File: config.mk
export PLATFORM = sky130hd
export DESIGN_NAME = thumb16_store_unit_flat
export DESIGN_NICKNAME = d
export VERILOG_FILES = /design/src/sv/t16st_pkg.sv /design/src/sv/t16st_if.sv /design/src/sv/thumb16_store_unit.sv /design/src/sv/t16st_ctrl.sv /design/src/sv/t16st_dpath.sv /design/src/flat_wrapper.sv
export SDC_FILE = /design/constraint.sdc
export NUM_CORES = 1
export LEC_CHECK = 0
export ABC_CLOCK_PERIOD_IN_PS = 14230
export BUFFER_PORTS_ARGS = -buffer_cell sky130_fd_sc_hd__buf_4
export CAP_MARGIN = 10
export CORE_ASPECT_RATIO = 1.5
export CORE_MARGIN = 4
export CORE_UTILIZATION = 58
export CTS_CLUSTER_SIZE = 20
export DETAILED_ROUTE_END_ITERATION = 10
export HOLD_SLACK_MARGIN = 0.02
export PLACE_DENSITY = 0.77
export SETUP_SLACK_MARGIN = 0.05
export SYNTH_ARGS = -nofsm -noshare
export SYNTH_HDL_FRONTEND = slang
export SYNTH_SLANG_ARGS = --single-unit
File: constraint.sdc
create_clock -name clock -period 14.23 [get_ports clock]
set_clock_uncertainty 0.05 [all_clocks]
set_input_delay 4.269 -clock clock [delete_from_list [all_inputs] [get_ports clock]]
set_output_delay 4.269 -clock clock [all_outputs]
set_load 0.005 [all_outputs]
File: src/sv/t16st_pkg.sv
// ----------------------------------------------------------------------------
// t16st_pkg
// shared types and constants of the 16-bit thumb store unit
// ----------------------------------------------------------------------------
package t16st_pkg;

   localparam int REG_COUNT = 8;
   localparam int LIST_BITS = 8;
   localparam logic [7:0] LIST_MASK = 8'((1 << LIST_BITS) - 1);

   localparam logic [31:0] PC_STEP   = 32'd2;
   localparam logic [31:0] WORD_STEP = 32'd4;

   // memory access size codes
   localparam logic [1:0] SIZE_BYTE = 2'd0;
   localparam logic [1:0] SIZE_HALF = 2'd1;
   localparam logic [1:0] SIZE_WORD = 2'd2;

   typedef enum logic [2:0] {
      CMD_LOAD = 3'd0,
      CMD_STR  = 3'd1,
      CMD_STRH = 3'd2,
      CMD_STRB = 3'd3,
      CMD_STM  = 3'd4
   } cmd_code_type;

   // controller to datapath
   typedef struct packed {
      logic idle;
      logic accept;
      logic addr_step;
      logic emit;
   } ctrl_cmd_type;

   // datapath to controller
   typedef struct packed {
      logic req_store;
      logic req_skip;
      logic out_free;
      logic done;
   } dp_sts_type;

endpackage

File: src/sv/t16st_if.sv
// ----------------------------------------------------------------------------
// t16st request and response channels
// valid/ready channels carrying one request or one response item
// ----------------------------------------------------------------------------
interface t16st_req_if;
   logic        valid;
   logic        ready;
   logic [2:0]  command;
   logic [2:0]  rt_index;
   logic [2:0]  rn_index;
   logic [2:0]  rm_index;
   logic [7:0]  reg_list;
   logic        in_it_block;
   logic        condition_passed;
   logic [31:0] load_value;

   modport source (
      output valid, command, rt_index, rn_index, rm_index, reg_list,
             in_it_block, condition_passed, load_value,
      input  ready
   );
   modport sink (
      input  valid, command, rt_index, rn_index, rm_index, reg_list,
             in_it_block, condition_passed, load_value,
      output ready
   );
endinterface

interface t16st_rsp_if;
   logic        valid;
   logic        ready;
   logic        write_valid;
   logic [31:0] mem_address;
   logic [31:0] mem_data;
   logic [1:0]  mem_size;
   logic        it_advance;
   logic [31:0] pc_value;
   logic        last;

   modport source (
      output valid, write_valid, mem_address, mem_data, mem_size, it_advance,
             pc_value, last,
      input  ready
   );
   modport sink (
      input  valid, write_valid, mem_address, mem_data, mem_size, it_advance,
             pc_value, last,
      output ready
   );
endinterface

File: src/sv/thumb16_store_unit.sv
// ----------------------------------------------------------------------------
// thumb16_store_unit
// executes 16-bit thumb stores against eight low registers and a pc
// ----------------------------------------------------------------------------
// Each request is one instruction. A register load (command 0) writes the
// register file in the accept cycle and gives no response; unused commands
// are dropped. Word, halfword and byte stores give one response once the
// request is accepted (accept with base and offset read, address add with
// source read, response register). A store-multiple of N listed registers
// gives N responses, the first through the same steps and then one per
// cycle while the response side takes them; the base register is written
// back with the last one. A store skipped inside a condition block, or a
// store-multiple with an empty list, gives a single response with no memory
// write, skipping the address add. One request is worked at a time; the
// register file has two read ports, which sets the address step. Ready
// returns as soon as the last response enters the output register, so the
// next request is taken while that response still waits. Every store, done
// or skipped, advances the pc by two; the pc shown is the value after it.
// ----------------------------------------------------------------------------
module thumb16_store_unit
   import t16st_pkg::*;
(
   input  logic        clock,
   input  logic        reset,
   t16st_req_if.sink   req_ch,
   t16st_rsp_if.source rsp_ch
);

   ctrl_cmd_type ctrl_cmd;
   dp_sts_type   dp_sts;

   // sequencer: owns ready and the step commands
   t16st_ctrl u_ctrl (
      .clock     (clock),
      .reset     (reset),
      .req_valid (req_ch.valid),
      .req_ready (req_ch.ready),
      .dp_sts    (dp_sts),
      .ctrl_cmd  (ctrl_cmd)
   );

   // datapath: register file, pc, list walk and response register
   t16st_dpath u_dpath (
      .clock                (clock),
      .reset                (reset),
      .ctrl_cmd             (ctrl_cmd),
      .dp_sts               (dp_sts),
      .req_command          (req_ch.command),
      .req_rt_index         (req_ch.rt_index),
      .req_rn_index         (req_ch.rn_index),
      .req_rm_index         (req_ch.rm_index),
      .req_reg_list         (req_ch.reg_list),
      .req_in_it_block      (req_ch.in_it_block),
      .req_condition_passed (req_ch.condition_passed),
      .req_load_value       (req_ch.load_value),
      .rsp_ready            (rsp_ch.ready),
      .rsp_valid            (rsp_ch.valid),
      .rsp_write_valid      (rsp_ch.write_valid),
      .rsp_mem_address      (rsp_ch.mem_address),
      .rsp_mem_data         (rsp_ch.mem_data),
      .rsp_mem_size         (rsp_ch.mem_size),
      .rsp_it_advance       (rsp_ch.it_advance),
      .rsp_pc_value         (rsp_ch.pc_value),
      .rsp_last             (rsp_ch.last)
   );

endmodule

File: src/sv/t16st_ctrl.sv
// ----------------------------------------------------------------------------
// t16st_ctrl
// sequencer: request accept, address step, result issue
// ----------------------------------------------------------------------------
module t16st_ctrl
   import t16st_pkg::*;
(
   input  logic         clock,
   input  logic         reset,
   input  logic         req_valid,
   output logic         req_ready,
   input  dp_sts_type   dp_sts,
   output ctrl_cmd_type ctrl_cmd
);

   typedef enum logic [1:0] {
      ST_IDLE,
      ST_ADDR,
      ST_EMIT
   } state_type;

   state_type state_ff;

   always_comb begin
      ctrl_cmd.idle      = (state_ff == ST_IDLE);
      ctrl_cmd.accept    = (state_ff == ST_IDLE) && req_valid;
      ctrl_cmd.addr_step = (state_ff == ST_ADDR);
      ctrl_cmd.emit      = (state_ff == ST_EMIT) && dp_sts.out_free;
   end

   assign req_ready = (state_ff == ST_IDLE);

   always_ff @(posedge clock) begin
      if (reset) begin
         state_ff <= ST_IDLE;
      end else begin
         unique case (state_ff)
            ST_IDLE: begin
               if (req_valid && dp_sts.req_store) begin
                  // skipped or empty stores need no register reads
                  state_ff <= dp_sts.req_skip ? ST_EMIT : ST_ADDR;
               end
            end
            ST_ADDR: begin
               state_ff <= ST_EMIT;
            end
            ST_EMIT: begin
               if (dp_sts.out_free && dp_sts.done) begin
                  state_ff <= ST_IDLE;
               end
            end
            default: begin
               state_ff <= ST_IDLE;
            end
         endcase
      end
   end

endmodule

File: src/sv/t16st_dpath.sv
// ----------------------------------------------------------------------------
// t16st_dpath
// register file, pc, address unit, list walk and response register
// ----------------------------------------------------------------------------
module t16st_dpath
   import t16st_pkg::*;
(
   input  logic         clock,
   input  logic         reset,
   input  ctrl_cmd_type ctrl_cmd,
   output dp_sts_type   dp_sts,
   input  logic [2:0]   req_command,
   input  logic [2:0]   req_rt_index,
   input  logic [2:0]   req_rn_index,
   input  logic [2:0]   req_rm_index,
   input  logic [7:0]   req_reg_list,
   input  logic         req_in_it_block,
   input  logic         req_condition_passed,
   input  logic [31:0]  req_load_value,
   input  logic         rsp_ready,
   output logic         rsp_valid,
   output logic         rsp_write_valid,
   output logic [31:0]  rsp_mem_address,
   output logic [31:0]  rsp_mem_data,
   output logic [1:0]   rsp_mem_size,
   output logic         rsp_it_advance,
   output logic [31:0]  rsp_pc_value,
   output logic         rsp_last
);

   function automatic logic [2:0] lowest_set(input logic [7:0] bits);
      logic [2:0] idx;
      idx = '0;
      for (int i = 7; i >= 0; i--) begin
         if (bits[i]) idx = 3'(i);
      end
      return idx;
   endfunction

   function automatic logic [1:0] size_of(input cmd_code_type code);
      logic [1:0] size;
      unique case (code)
         CMD_STR:  size = SIZE_WORD;
         CMD_STRH: size = SIZE_HALF;
         CMD_STRB: size = SIZE_BYTE;
         default:  size = SIZE_WORD;
      endcase
      return size;
   endfunction

   // register file with reset-as-zero valid bits
   logic [31:0]          mem_ff [REG_COUNT];
   logic [REG_COUNT-1:0] vld_ff;
   logic [31:0]          rd_a_ff;
   logic [31:0]          rd_b_ff;

   cmd_code_type req_code;
   cmd_code_type command_ff;
   logic [2:0]   rt_ff;
   logic [2:0]   rn_ff;
   logic         in_it_ff;
   logic         skip_ff;
   logic         stm_ff;
   logic [7:0]   rem_ff;
   logic [31:0]  addr_ff;
   logic [31:0]  pc_ff;
   logic         out_valid_ff;

   logic         req_is_store;
   logic         req_is_stm;
   logic [7:0]   req_sel;
   logic [7:0]   rem_next;
   logic         last_elem;
   logic [2:0]   rd_a_idx;
   logic         wr_en;
   logic [2:0]   wr_idx;
   logic [31:0]  wr_data;

   assign req_code     = cmd_code_type'(req_command);
   assign req_is_store = (req_code == CMD_STR) || (req_code == CMD_STRH) ||
                         (req_code == CMD_STRB) || (req_code == CMD_STM);
   assign req_is_stm   = (req_code == CMD_STM);
   assign req_sel      = req_reg_list & LIST_MASK;

   assign rem_next  = rem_ff & (rem_ff - 8'd1);
   assign last_elem = skip_ff || !stm_ff || (rem_next == 8'd0);

   always_comb begin
      dp_sts.req_store = req_is_store;
      dp_sts.req_skip  = (req_in_it_block && !req_condition_passed) ||
                         (req_is_stm && (req_sel == 8'd0));
      dp_sts.out_free  = !out_valid_ff || rsp_ready;
      dp_sts.done      = last_elem;
   end

   // read port a: base at accept, then source data (held while stalled)
   always_comb begin
      priority if (ctrl_cmd.idle) begin
         rd_a_idx = req_rn_index;
      end else if (ctrl_cmd.emit && stm_ff) begin
         rd_a_idx = lowest_set(rem_next);
      end else if (stm_ff) begin
         rd_a_idx = lowest_set(rem_ff);
      end else begin
         rd_a_idx = rt_ff;
      end
   end

   // single write port: register load, or base write-back after the list
   always_comb begin
      wr_en   = (ctrl_cmd.accept && (req_code == CMD_LOAD)) ||
                (ctrl_cmd.emit && stm_ff && !skip_ff && last_elem);
      wr_idx  = ctrl_cmd.accept ? req_rt_index : rn_ff;
      wr_data = ctrl_cmd.accept ? req_load_value : addr_ff + WORD_STEP;
   end

   always_ff @(posedge clock) begin
      if (wr_en) begin
         mem_ff[wr_idx] <= wr_data;
      end
      rd_a_ff <= vld_ff[rd_a_idx] ? mem_ff[rd_a_idx] : '0;
      rd_b_ff <= vld_ff[req_rm_index] ? mem_ff[req_rm_index] : '0;
   end

   always_ff @(posedge clock) begin
      if (reset) begin
         vld_ff <= '0;
      end else if (wr_en) begin
         vld_ff[wr_idx] <= 1'b1;
      end
   end

   always_ff @(posedge clock) begin
      if (ctrl_cmd.accept) begin
         command_ff <= req_code;
         rt_ff      <= req_rt_index;
         rn_ff      <= req_rn_index;
         in_it_ff   <= req_in_it_block;
         skip_ff    <= dp_sts.req_skip;
         stm_ff     <= req_is_stm;
         rem_ff     <= req_sel;
      end else if (ctrl_cmd.emit && stm_ff) begin
         rem_ff <= rem_next;
      end
      if (ctrl_cmd.addr_step) begin
         addr_ff <= stm_ff ? rd_a_ff : rd_a_ff + rd_b_ff;
      end else if (ctrl_cmd.emit && stm_ff) begin
         addr_ff <= addr_ff + WORD_STEP;
      end
   end

   always_ff @(posedge clock) begin
      if (reset) begin
         pc_ff <= '0;
      end else if (ctrl_cmd.accept && req_is_store) begin
         pc_ff <= pc_ff + PC_STEP;
      end
   end

   always_ff @(posedge clock) begin
      if (reset) begin
         out_valid_ff <= 1'b0;
      end else if (ctrl_cmd.emit) begin
         out_valid_ff <= 1'b1;
      end else if (rsp_ready) begin
         out_valid_ff <= 1'b0;
      end
   end

   always_ff @(posedge clock) begin
      if (ctrl_cmd.emit) begin
         rsp_write_valid <= !skip_ff;
         rsp_mem_address <= skip_ff ? '0 : addr_ff;
         rsp_mem_data    <= skip_ff ? '0 : rd_a_ff;
         rsp_mem_size    <= skip_ff ? SIZE_BYTE : size_of(command_ff);
         rsp_it_advance  <= in_it_ff && last_elem;
         rsp_pc_value    <= pc_ff;
         rsp_last        <= last_elem;
      end
   end

   assign rsp_valid = out_valid_ff;

endmodule

File: src/flat_wrapper.sv
// flat-port wrapper written by rule: the top's interface ports become plain ports
module thumb16_store_unit_flat import t16st_pkg::*;
  (clock, reset, req_ch_valid, req_ch_command, req_ch_rt_index, req_ch_rn_index, req_ch_rm_index, req_ch_reg_list, req_ch_in_it_block, req_ch_condition_passed, req_ch_load_value, req_ch_ready, rsp_ch_valid, rsp_ch_write_valid, rsp_ch_mem_address, rsp_ch_mem_data, rsp_ch_mem_size, rsp_ch_it_advance, rsp_ch_pc_value, rsp_ch_last, rsp_ch_ready);
  t16st_req_if req_ch_i ();
  t16st_rsp_if rsp_ch_i ();
  input  logic clock;
  input  logic reset;
  input wire logic [$bits(req_ch_i.valid)-1:0] req_ch_valid;
  input wire logic [$bits(req_ch_i.command)-1:0] req_ch_command;
  input wire logic [$bits(req_ch_i.rt_index)-1:0] req_ch_rt_index;
  input wire logic [$bits(req_ch_i.rn_index)-1:0] req_ch_rn_index;
  input wire logic [$bits(req_ch_i.rm_index)-1:0] req_ch_rm_index;
  input wire logic [$bits(req_ch_i.reg_list)-1:0] req_ch_reg_list;
  input wire logic [$bits(req_ch_i.in_it_block)-1:0] req_ch_in_it_block;
  input wire logic [$bits(req_ch_i.condition_passed)-1:0] req_ch_condition_passed;
  input wire logic [$bits(req_ch_i.load_value)-1:0] req_ch_load_value;
  output wire logic [$bits(req_ch_i.ready)-1:0] req_ch_ready;
  output wire logic [$bits(rsp_ch_i.valid)-1:0] rsp_ch_valid;
  output wire logic [$bits(rsp_ch_i.write_valid)-1:0] rsp_ch_write_valid;
  output wire logic [$bits(rsp_ch_i.mem_address)-1:0] rsp_ch_mem_address;
  output wire logic [$bits(rsp_ch_i.mem_data)-1:0] rsp_ch_mem_data;
  output wire logic [$bits(rsp_ch_i.mem_size)-1:0] rsp_ch_mem_size;
  output wire logic [$bits(rsp_ch_i.it_advance)-1:0] rsp_ch_it_advance;
  output wire logic [$bits(rsp_ch_i.pc_value)-1:0] rsp_ch_pc_value;
  output wire logic [$bits(rsp_ch_i.last)-1:0] rsp_ch_last;
  input wire logic [$bits(rsp_ch_i.ready)-1:0] rsp_ch_ready;
  assign req_ch_i.valid = req_ch_valid;
  assign req_ch_i.command = req_ch_command;
  assign req_ch_i.rt_index = req_ch_rt_index;
  assign req_ch_i.rn_index = req_ch_rn_index;
  assign req_ch_i.rm_index = req_ch_rm_index;
  assign req_ch_i.reg_list = req_ch_reg_list;
  assign req_ch_i.in_it_block = req_ch_in_it_block;
  assign req_ch_i.condition_passed = req_ch_condition_passed;
  assign req_ch_i.load_value = req_ch_load_value;
  assign req_ch_ready = req_ch_i.ready;
  assign rsp_ch_valid = rsp_ch_i.valid;
  assign rsp_ch_write_valid = rsp_ch_i.write_valid;
  assign rsp_ch_mem_address = rsp_ch_i.mem_address;
  assign rsp_ch_mem_data = rsp_ch_i.mem_data;
  assign rsp_ch_mem_size = rsp_ch_i.mem_size;
  assign rsp_ch_it_advance = rsp_ch_i.it_advance;
  assign rsp_ch_pc_value = rsp_ch_i.pc_value;
  assign rsp_ch_last = rsp_ch_i.last;
  assign rsp_ch_i.ready = rsp_ch_ready;
  thumb16_store_unit u_core (.clock(clock), .reset(reset), .req_ch(req_ch_i), .rsp_ch(rsp_ch_i));
endmodule
# [Word level (Yosys, flattened, before mapping)]
# Memory sizes are Yosys's and may differ from the RTL's. A register that Yosys moved wholly into a read port is not among the register bits.
# Index checks and enable logic that the tools add are counted.
[word_totals] ram_bits=256 word_cells=116 input_bits=58 register_bits=196 n_memories=1
[mem_list] memory="u_core.u_dpath.mem_ff" words=8 word_bits=32 read_ports=2 rd_clocked_by_memory_dff=2 wr=1 line_no="t16st_dpath.sv:52" source="logic [31:0] mem_ff [REG_COUNT];"
[op_classes] n_reduce_logical=35 order_cmp=4 n_bitwise=2 eq_ne=10 mux=41 n_addsub=4
[op_table] op="$mux W32" n=4
[op_table] op="$mux W3" n=20
[op_table] op="$add A32 B2 Y32 const B" n=1
[op_table] op="$add A32 B3 Y32 const B" n=1
[op_table] op="$add A32 B32 Y32" n=1
[op_table] op="$logic_not A8 Y1" n=2
[op_table] op="$mux W8" n=2
[op_table] op="$logic_and A1 B1 Y1" n=13
[op_table] op="$eq A3 B2 Y1 const B" n=4
[op_table] op="$lt A3 B4 Y1 const B" n=3
[op_table] op="$and A8 B8 Y8" n=1
[op_table] op="$logic_or A1 B1 Y1" n=8
[op_table] op="$or A8 B8 Y8" n=1
[op_table] op="$sub A8 B1 Y8 const B" n=1
[op_table] op="$mux W1" n=7
[op_table] op="$bmux W1 S3" n=2
[op_table] op="$logic_not A1 Y1" n=6
[op_table] op="$mux W2" n=3
[op_table] op="$pmux W2 S3" n=1
[op_table] op="$reduce_bool A2 Y1" n=3
[op_table] op="$ne A2 B1 Y1 const B" n=2
[op_table] op="$pmux W2 S2" n=1
[op_table] op="$demux W1 S3" n=1
[op_table] op="$eq A3 B1 Y1 const B" n=1
[op_table] op="7 further kinds" n=7

# [Logic depth before layout (Yosys ltp)]
# Gate-level depths: netlist of the first run.
[depth] ltp_word=15 mapped_depth=12

# [Modules after synthesis]
# A second synthesis of the first run with hierarchy kept.
[unflattened] hier_cells=1745 area_unflattened_um2=23776.6
[modules_own_cells] module="t16st_dpath" seq_area_each_um2=14333.7 n_inst=1 cells_each=1731 area_per_inst_um2=23650.2
[modules_own_cells] module="t16st_ctrl" seq_area_each_um2=40.0 n_inst=1 cells_each=14 area_per_inst_um2=126.4

# [Least setup slack after synthesis of the first run]
# No wires, ideal clock.
[synth_path] path_type="in2reg" start="input port rsp_ch_ready" end="memory u_core.u_dpath.mem_ff[3][0] (enable)" setup_time_ns=0.393 setup_slack_ns=5.395 t_arrival_ns=8.392 path_stages=7 n_path_buf=0 path_cell_list="nand2b_1 nand2b_1 inv_1 nand2_1 o32ai_1 a21boi_0 and2_1"
[synth_rtl] element="start, declared" line_no="flat_wrapper.sv:26" source="input wire logic [$bits(rsp_ch_i.ready)-1:0] rsp_ch_ready;"
[synth_rtl] element="end, declared" line_no="t16st_dpath.sv:52"

==> results of run 1 <==
[power by group]
part | internal (mW) | total, mW | switching, mW
clock | 0.729 | 1.26 | 0.532
combinational | 0.129 | 0.328 | 0.200
sequential | 1.68 | 1.70 | 0.0230
[cell type report]
cell class	instances	area, µm²	area share [%]
inverter	20	77.6	0.291
tap	500	626	2.35
clock buffer	67	1340	5.04
sequential	514	14400	54.0
timing repair buffer	180	1360	5.12
multi-input combinational	1117	8620	32.4
clock inverter	19	218	0.818
[stage by stage]
| step | setup WS (ns) | cell area, µm² | cells |
|---|---|---|---|
| after floorplan | 5.39 | 23400 | 1744 |
| after global placement | 6.68 | 25100 | 2331 |
| after detailed placement | 6.54 | 25100 | 2331 |
| after CTS | 7.16 | 26600 | 2417 |
| after global routing | 6.93 | 26600 | 2417 |
| final | 7.25 | 26600 | 2417 |
[per-layer routing]
metal / wire length [µm] / share of wire (%) / track usage [%]
met2: 28400 / 51 / 43.8
met4: 1490 / 2.7 / 7.66
met5: 0 / 0 / 0
met1: 21700 / 39 / 33.0
met3: 4360 / 7.8 / 3.54
[state kept, by name (all words and copies together) (netlist names), 31 cells and up]
| name | count |
|---|---|
| u_core.u_dpath.mem_ff | 256 |
| u_core.u_dpath.addr_ff | 32 |
| u_core.u_dpath.rd_a_ff | 32 |
| u_core.u_dpath.rd_b_ff | 32 |
| u_core.u_dpath.rsp_mem_address | 32 |
| u_core.u_dpath.rsp_mem_data | 32 |
| u_core.u_dpath.pc_ff | 31 |
| u_core.u_dpath.rsp_pc_value | 31 |
[kinds of logic after synthesis]
group	synth area share [%]
multiplexers	13.7
XOR/XNOR	3.06
adder cells (fa/ha/maj)	1.85
buffers and inverters	2.03
AND/OR/NAND/NOR	10.3
flip-flops	61.3
AO/OA/AOI/OAI	7.69
other	0.0160
[worst max-delay path, stage by stage]
cell and delay [ns]:
buf_4 0.10, nand2b_1 0.17, nand2b_1 0.18, inv_4 0.18
nand2_1 0.21, a221oi_1 0.11, o31ai_4 0.25, buf_12 0.61
mux2i_1 0.27, mux2_2 0.72, and3_1 0.28
[worst min-delay path by stage]
stage / start / end / cells after the start
final: u_core.u_dpath.pc_ff[20] / u_core.u_dpath.rsp_pc_value[20] / 0
after global routing: u_core.u_dpath.pc_ff[31] / u_core.u_dpath.rsp_pc_value[31] / 0
after CTS: u_core.u_dpath.pc_ff[20] / u_core.u_dpath.rsp_pc_value[20] / 0
after detailed placement: u_core.u_dpath.pc_ff[31] / u_core.u_dpath.rsp_pc_value[31] / 0
after global placement: u_core.u_dpath.pc_ff[31] / u_core.u_dpath.rsp_pc_value[31] / 0
after floorplan: u_core.u_dpath.pc_ff[31] / u_core.u_dpath.rsp_pc_value[31] / 0
[cell usage in the layout (no fill, tap or decap), types with 33 or more instances in the layout]
cell type,synthesis,final
nor2_1,158,157
dfxtp_1,106,106
and3_1,52,52
edfxtp_1,408,408
o21ai_0,44,44
a22oi_1,64,64
clkbuf_16,0,47
mux4_2,66,66
xor2_1,46,46
nor2b_1,70,70
nand2_1,94,93
a21oi_1,83,83
buf_4,11,179
xnor2_1,36,36
ha_1,33,33
mux2i_1,171,170
==> summary.md, run 1 <==
| Metric | Value |
|---|---|
| Run status | finished, final reports clean |
| Area Growth Syn to Fin | 13.6% |
| Top post-synthesis cells by area | edfxtp_1 (52%), dfxtp_1 (9.1%), mux2i_1 (7.3%) |
| Antenna cells | 0 |
| Hold buffers post-CTS | 0 |
| WS Path Type | input port to flip-flop |
| Port Buffer Count | about 160 |
| Crit path DAT | around 7.4 ns |
| Final setup viols | 0 |
| Crit. End Element | flip-flop |
| Setup TNS | 0 ns |
| Wire per inst | between 20 and 25 µm |
| RD Place Congestion | roughly 0.91 |
| Clock Latency Late Sink | between 0.5 and 0.6 ns |
| Sequential fraction of the synthesis area | 61.3% |
| Worst r2r src | u_core.u_dpath.rd_a_ff[0] |
| Nets | 1,971 |
| Pleak | between 9 and 10 nW |
| Post-synthesis register bit count | approximately 510 |
| DR DRC count | 0 |
| Hold Path Class | flip-flop to flip-flop |
| Post-DRT Antenna Nets | 0 |
| DR vias | ~15,000 |
| Post-synth EDFFs | 408 |
| Worst-Margin Slew | between 1 and 1.5 ns |
| Period utilisation layout | slightly below 50% |
| Crit path to | u_core.u_dpath.rd_a_ff[17] |
| Largest net degree at the start of global routing | 131 |
| Initial DRC Count | between 1,000 and 1,500 |
| Initial antenna violation count | 0 |
| Final Util | about two thirds |
| CTS resizes | 0 |
| Die Y | between 200 and 300 µm |
| Die ar. | about 44,000 µm² |
| Die span in x | ~170 µm |
| Fill cell count | roughly 2,800 |
| Rel. slew slack | a little under a quarter |
| H-tree lvl count | 2 |
| Number of vias per cell | 6.27 |
| Placement Rows | 89 |
| Hold Slack | 0.414 ns |
| Primary FF master, synth | edfxtp_1 |
| Dpl hpwl | roughly 36,000 µm |
| Critical path peak fanout | 130 |
| Congestion Overflow GR | 0 |
| Peak supply drop | between 0.08 and 0.09 mV |
| CTS tree | built |
| GR Util All Layers | about 25% |
| CTS root buffer | clkbuf_16 |
| Clock Pin Slew Worst Setup and Hold Paths | 0.06 ns |
| TritonCTS Buffers | between 40 and 50 |
| Final max-slew violation count | 0 |
| Critical R2R Capture | u_core.u_dpath.addr_ff[30] |
| Max Fclk | roughly 140 MHz |
| I/O pins | ~160 |
| Core ar. | between 30,000 and 40,000 µm² |
| Asr flop ratio synth | 0% |
| Most frequent cell after synthesis | edfxtp_1 |
| Maximum root-to-sink buffer count | 3 |
| CP Launch Type | input port |
| RSZ-0062 raised after global routing | no |
| TritonCTS sink count | about 500 |
| Yosys top cell area share | between 50 and 60% |
| Synth warn | 0 |
| Commonest cells in the netlist | edfxtp_1 (408), mux2i_1 (171), nor2_1 (158), dfxtp_1 (106), nand2_1 (94) |
| Hold Vio Cnt, Final | 0 |
| Largest area contributor in the netlist | edfxtp_1 |
| Post-CTS setup buffer count | 0 |
| Crit. Startpoint | rsp_ch_ready |
| Initial core utilization | between 50% and 60% |
| Syn Std Cell Area | around 23,000 µm² |
| Syn nets | roughly 1,800 |
| Drt first pass iters | 5 |
| Gate Count Post-Synth | around 1,700 |
| Synth unique cells | 61 |
| Final wirelength | about 56,000 µm |
| R2R Setup Slk | 9.95 ns |
| Period minus WS final | 6.98 ns |
| WP data required | 14.69 ns |
| R2R depth | 12 |
| Share of cells above drive strength 1 | approximately 17% |
| Vias in the first global route | 15,100 |
| Max capacitance violation total | 0 |
| First-pass GRT wire length | 84,900 µm |
| Mapped Avg Cell Area | approximately 13 µm² |
| PwrDens | around 120 nW/µm² |
| Power Total | roughly 3.3 mW |
Power figures use the tool's default switching activity.
==> run 2, diff against run 1 <==
ABC_AREA = 1   (was unset)
ABC_CLOCK_PERIOD_IN_PS = 7050   (was 14230)
clock period = 7.05 ns   (was 14.23 ns; I/O delays follow)
==> run 2 against run 1 <==
Effect of this change: first-iteration DRC count up 38%; sequential power up 100%; flip-flop and latch count unchanged; register-to-register slack worse by 7.3 ns; critical path depth down 2; critical path type unchanged.
==> summary.md, run 2 <==
| Metric | Value |
|---|---|
| Period minus WS final | 4.95 ns |
| First-pass GRT wire length | around 110,000 µm |
| Crit path DAT | 5.18 ns |
| Congestion Overflow GR | 0 |
| Maximum root-to-sink buffer count | 3 |
| CTS resizes | 0 |
| TritonCTS sink count | about 510 |
| Post-CTS setup buffer count | 0 |
| Max capacitance violation total | 0 |
| Max Fclk | between 200 and 250 MHz |
| Worst Hold Path Cells | 0 |
| Syn Std Cell Area | between 20,000 and 30,000 µm² |
| CP cell instances | buf_4, nand2_2, buf_4, inv_2, or2_2, o21ai_1, inv_1, nor2_4, buf_4 |
| RD Place Congestion | about 0.96 |
| Crit path top cell by count | buf_4 |
| Slowest cell on the critical path | nor2_4 |
| Rel. slew slack | under 10% |
| Peak supply drop | between 0.2 and 0.25 mV |
| R2R Setup Slk | 2.61 ns |
| Top post-synthesis cells by area | edfxtp_1 (47%), nand2_1 (9.2%), dfxtp_1 (8.1%) |
| Die Y | ~270 µm |
| Dpl hpwl | between 40,000 and 50,000 µm |
| Post-synthesis register bit count | 514 |
| Period utilisation layout | between 70% and 80% |
| Hold Vio Cnt, Final | 0 |
| WS Path Type | input port to flip-flop |
| Gate Count Post-Synth | ~3,000 |
| Wire per inst | roughly 20 µm |
| Placement Rows | 94 |
| Hold Path Class | flip-flop to flip-flop |
| PwrDens | 242 nW/µm² |
| Port Buffer Count | ~160 |
| I/O pins | between 150 and 200 |
| GR Util All Layers | a little under 30% |
| RSZ-0062 raised after global routing | no |
| Number of vias per cell | 5.72 |
| Initial DRC Count | ~2,000 |
| DR DRC count | 0 |
| H-tree lvl count | 2 |
| Register with the most flip-flops | u_core.u_dpath.mem_ff |
| Synth warn | 0 |
| R2R depth | 11 |
| CP Launch Type | input port |
| Share of cells above drive strength 1 | between 9 and 10% |
| Max reg flops | ~260 |
| Hold buffers post-CTS | 0 |
| CTS tree | built |
| Most frequent cell after synthesis | nand2_1 |
| Drt first pass iters | 6 |
| Commonest cells in the netlist | nand2_1 (641), inv_1 (506), edfxtp_1 (408), nand3_1 (306), a21oi_1 (280) |
| Yosys top cell area share | 46.9% |
| Crit. End Element | flip-flop |
| DR vias | 21,400 |
| Final setup viols | 0 |
| CP peak stage delay | about 0.8 ns |
| Hold Slack | between 0.4 and 0.5 ns |
| Post-synth EDFFs | between 400 and 500 |
| Clock Pin Slew Worst Setup and Hold Paths | about 0.06 ns |
| Sequential fraction of the synthesis area | 55.1% |
| Mapped Avg Cell Area | between 8 and 9 µm² |
| Fill cell count | around 3,600 |
| CTS root buffer | clkbuf_16 |
| Vias in the first global route | approximately 21,000 |
| Nets | 3,224 |
| Commonest non-fill, non-tap cell in the layout | nand2_1 |
| WP data required | 7.28 ns |
| Run status | finished, final reports clean |
| Largest net degree at the start of global routing | between 100 and 150 |
| Die ar. | around 49,000 µm² |
| Antenna cells | 0 |
| Largest area contributor in the netlist | edfxtp_1 |
| Pleak | 13.0 nW |
| Synth unique cells | 50 |
| Final wirelength | about 74,000 µm |
| Commonest cells after routing, fill and taps aside | nand2_1 (640), inv_1 (504), edfxtp_1 (408) |
| Initial core utilization | 59.0% |
| Die span in x | around 180 µm |
| Final max-slew violation count | 0 |
| Primary FF master, synth | edfxtp_1 |
| Critical path peak fanout | 37 |
| Setup TNS | 0 ns |
| Area Growth Syn to Fin | 11.9% |
| Post-DRT Antenna Nets | 0 |
| Core ar. | about 44,000 µm² |
| Clock Latency Late Sink | 0.59 ns |
| Worst-Margin Slew | roughly 1.4 ns |
| Syn nets | around 3,100 |
| Asr flop ratio synth | 0% |
| Initial antenna violation count | 2 |
| TritonCTS Buffers | ~50 |
run 2: logic make-up after synthesis:
| kind of cell | Yosys count | share of synthesized area (%) |
|---|---|---|
| buffers and inverters | 664 | 10.3 |
| and+or+nand+nor | 1213 | 19.8 |
| other | 1 | 0.0144 |
| AOI/OAI and AO/OA | 571 | 11.5 |
| adders and majority gates | 34 | 1.66 |
| xor gates and xnor gates | 50 | 1.68 |
| DFF | 514 | 55.1 |
run 2: final cells by class:
class | count | area [µm²] | area share (%)
clock buffer | 66 | 1410 | 4.84
clock inverter | 23 | 282 | 0.964
inverter | 513 | 1930 | 6.59
multi-input combinational | 1869 | 9100 | 31.1
sequential | 514 | 14400 | 49.2
tap | 576 | 721 | 2.47
timing repair buffer | 185 | 1400 | 4.80
run 2: through the flow:
stage / utilization (%) / cells / cell area, µm² / total power [mW] / worst slack, ns
2_1_floorplan: - / 3047 / 26100 / 4.07 / 0.791
3_3_place_gp: 62.2 / 3657 / 27500 / 4.33 / 1.67
3_5_place_dp: 62.2 / 3657 / 27500 / 4.35 / 1.51
4_1_cts: 66.1 / 3746 / 29200 / 7.07 / 2.13
5_1_grt: 66.1 / 3746 / 29200 / 7.30 / 1.95
6_report: 66.1 / 3746 / 29200 / 7.07 / 2.10
run 2: routing by layer:
metal / part of all wire [%] / vias up / global-route usage [%] / wire length [µm]
met4: 3.9 / 0 / 12.1 / 2900
met3: 8.9 / 221 / 3.75 / 6620
met2: 50 / 1149 / 52.7 / 37200
li1: - / 10200 / - / -
met1: 37 / 9890 / 36.9 / 27600
met5: 0 / - / 0 / 0
run 2: worst paths after layout:
path	start	endpoint
max	req_ch_valid	u_core.u_dpath.mem_ff[4][16]
min reg2reg	u_core.u_dpath.pc_ff[13]	u_core.u_dpath.rsp_pc_value[13]
min	u_core.u_dpath.pc_ff[13]	u_core.u_dpath.rsp_pc_value[13]
max reg2reg	u_core.u_dpath.stm_ff	u_core.u_dpath.rd_a_ff[20]
run 2: worst max-delay path: cells and delay by family:
family                 cells  cell delay, ns
AOI/OAI and AO/OA          1            0.39
buffers and inverters      5            1.42
and+or+nand+nor            3            1.22
run 2: power breakdown:
part           switching, mW  total (mW)  internal [mW]  leakage, nW
Sequential            0.0481        3.42           3.37         4.59
Combinational          0.631       0.882          0.252         7.60
Clock                   1.13        2.76           1.63        0.843
==> run 3, diff against run 2 <==
ABC_CLOCK_PERIOD_IN_PS = 4500   (was 7050)
CORE_UTILIZATION = 55   (was 58)
PLACE_DENSITY = 0.76   (was 0.77)
clock period = 4.5 ns   (was 7.05 ns; I/O delays follow)
==> run 3 against run 2 <==
Effect of this change: first-iteration DRC count rose by 17%; critical path depth grew 4; non-clock buffer count is 13 higher; final area grew 0.49%; power rose by 53%; sequential power rose by 57%; largest power group unchanged.
==> summary.md, run 3 (synthesis gave the netlist of run 2 again) <==
| Metric | Value |
|---|---|
| Run status | finished, final reports clean |
| Wire per inst | between 15 and 20 µm |
| Hold Slack | between 0.4 and 0.5 ns |
| Core ar. | 46,800 µm² |
| Area Growth Syn to Fin | 12.5% |
| CTS tree | built |
| Port Buffer Count | approximately 160 |
| Max capacitance violation total | 0 |
| Post-DRT Antenna Nets | 0 |
| Final Cell Area | roughly 30,000 µm² |
| Congestion Overflow GR | 0 |
| Peak supply drop | 0.298 mV |
| Period utilisation layout | about three quarters |
| Share of cells above drive strength 1 | around 10% |
| Hold Vio Cnt, Final | 0 |
| Comb power frac | about an eighth |
| Commonest non-fill, non-tap cell in the layout | nand2_1 |
| Crit. End Element | flip-flop |
| Storage element area | between 10,000 and 15,000 µm² |
| Initial DRC Count | around 2,300 |
| TritonCTS sink count | roughly 500 |
| WS Path Type | flip-flop to flip-flop |
| Multi-input gate area | between 9000 and 10,000 µm² |
| Fill cell count | 3,804 |
| CTS root buffer | clkbuf_16 |
| Antenna cells | 0 |
| RD Place Congestion | 0.910 |
| Clock Latency Late Sink | between 0.5 and 0.6 ns |
| Setup TNS | 0 ns |
| Nets | roughly 3,200 |
| Final wirelength | about 73,000 µm |
| Pleak | 13.0 nW |
| Drt first pass iters | 6 |
| Vias in the first global route | 20,800 |
| Int Pwr | ~8 mW |
| DP Area | 27,800 µm² |
| Die ar. | 51,100 µm² |
| Max Fclk | approximately 300 MHz |
| Largest net degree at the start of global routing | roughly 130 |
| Final max-slew violation count | 0 |
| Rel. slew slack | 13.3% |
| Net Sw Frac | a little over a quarter |
| Die span in x | 186 µm |
| PwrDens | around 370 nW/µm² |
| H-tree lvl count | 2 |
| Final setup viols | 0 |
| Critical path peak fanout | 8 |
| Setup Slack @ Placement | between 0.6 and 0.7 ns |
| Net Sw Power | about 2.8 mW |
| CTS resizes | 0 |
| Period minus WS final | ~3.3 ns |
| First-pass GRT wire length | roughly 110,000 µm |
| CP Launch Type | flip-flop |
| Initial core utilization | between 50% and 60% |
| DR DRC count | 0 |
| Post-CTS setup buffer count | 0 |
| Register with the most flip-flops | u_core.u_dpath.mem_ff |
| Dpl hpwl | approximately 48,000 µm |
| WP data required | approximately 4.9 ns |
| Sequential Power Share | about 50% |
| GR Util All Layers | approximately 28% |
| Max reg flops | ~260 |
| Worst-Margin Slew | 1.29 ns |
| Maximum root-to-sink buffer count | 3 |
| Clock Pin Slew Worst Setup and Hold Paths | about 0.06 ns |
| Hold buffers post-CTS | 0 |
| Die Y | ~270 µm |
| Crit path DAT | about 3.7 ns |
| Initial antenna violation count | 0 |
| Final Util | 62.7% |
| TritonCTS Buffers | 48 |
| I/O pins | ~160 |
| Hold Path Class | flip-flop to flip-flop |
| Commonest cells after routing, fill and taps aside | nand2_1 (639), inv_1 (500), edfxtp_1 (408) |
| Placement Rows | a little under 100 |
| Final worst slack | between 1 and 1.5 ns |
| Clock Power Share | between 30% and 40% |
| RSZ-0062 raised after global routing | no |
| Number of vias per cell | between 5 and 6 |
| DR vias | 21,700 |
[run 3: cell count changes in the layout (fill, tap and decap cells not counted), sizes merged]
cell,previous run,this run
clkinv,19,23
buf,185,197
bufinv,6,4
clkbuf,66,56
inv,511,513
clkinvlp,0,8
[run 3: through the flow]
stage / std cells / total power, mW
6_report: 3778 / 10.8
5_1_grt: 3778 / 11.2
4_1_cts: 3776 / 10.8
3_5_place_dp: 3686 / 6.82
3_3_place_gp: 3686 / 6.78
2_1_floorplan: 3047 / 6.38
[run 3: worst paths after layout]
kind                                           startpoint                        endpoint  slack [ns]  cells after the start
worst max-delay path            u_core.u_dpath.addr_ff[2]    u_core.u_dpath.mem_ff[7][30]        1.19                     13
worst min-delay path              u_core.u_dpath.pc_ff[4]  u_core.u_dpath.rsp_pc_value[4]        0.42                      0
worst max register to register  u_core.u_dpath.addr_ff[2]    u_core.u_dpath.mem_ff[7][30]        1.19                     13
worst min register to register    u_core.u_dpath.pc_ff[4]  u_core.u_dpath.rsp_pc_value[4]        0.42                      0
[run 3: power by group through the flow]
stage / Combinational (mW) / Clock, mW / Sequential (mW)
5_1_grt: 1.52 / 4.29 / 5.37
3_3_place_gp: 1.32 / 0 / 5.47
2_1_floorplan: 0.942 / 0 / 5.43
6_report: 1.38 / 4.04 / 5.37
4_1_cts: 1.36 / 4.08 / 5.36
3_5_place_dp: 1.35 / 0 / 5.47
[run 3: routing by layer]
| metal | GRT usage, % | routed length (µm) | up-vias |
|---|---|---|---|
| met1 | 34.4 | 26600 | 10000 |
| met5 | 0 | 0 | - |
| met2 | 48.7 | 36400 | 1249 |
| met4 | 12.3 | 3280 | 0 |
| li1 | - | - | 10200 |
| met3 | 3.86 | 6790 | 238 |
[run 3: area by class of cell]
cell class / count / share of cell area (%)
clock buffers: 55 / 4.22
clock inverters: 35 / 1.15
inverters: 513 / 6.60
multi-input cells: 1869 / 31.1
flip-flops and latches: 514 / 49.0
well taps: 594 / 2.53
repair buffers: 198 / 5.45
[run 3: critical path, cell delays in order, from the launching register on]
cell,delay [ns]
edfxtp_1,0.46
ha_1,0.22
nand2_1,0.12
nor3_2,0.25
nand2_1,0.23
nor2_1,0.16
nand2_1,0.11
nor3_2,0.22
nand3_1,0.22
nor2_1,0.22
nand4_1,0.13
xor2_1,0.31
nand2_1,0.21
nand2_1,0.23
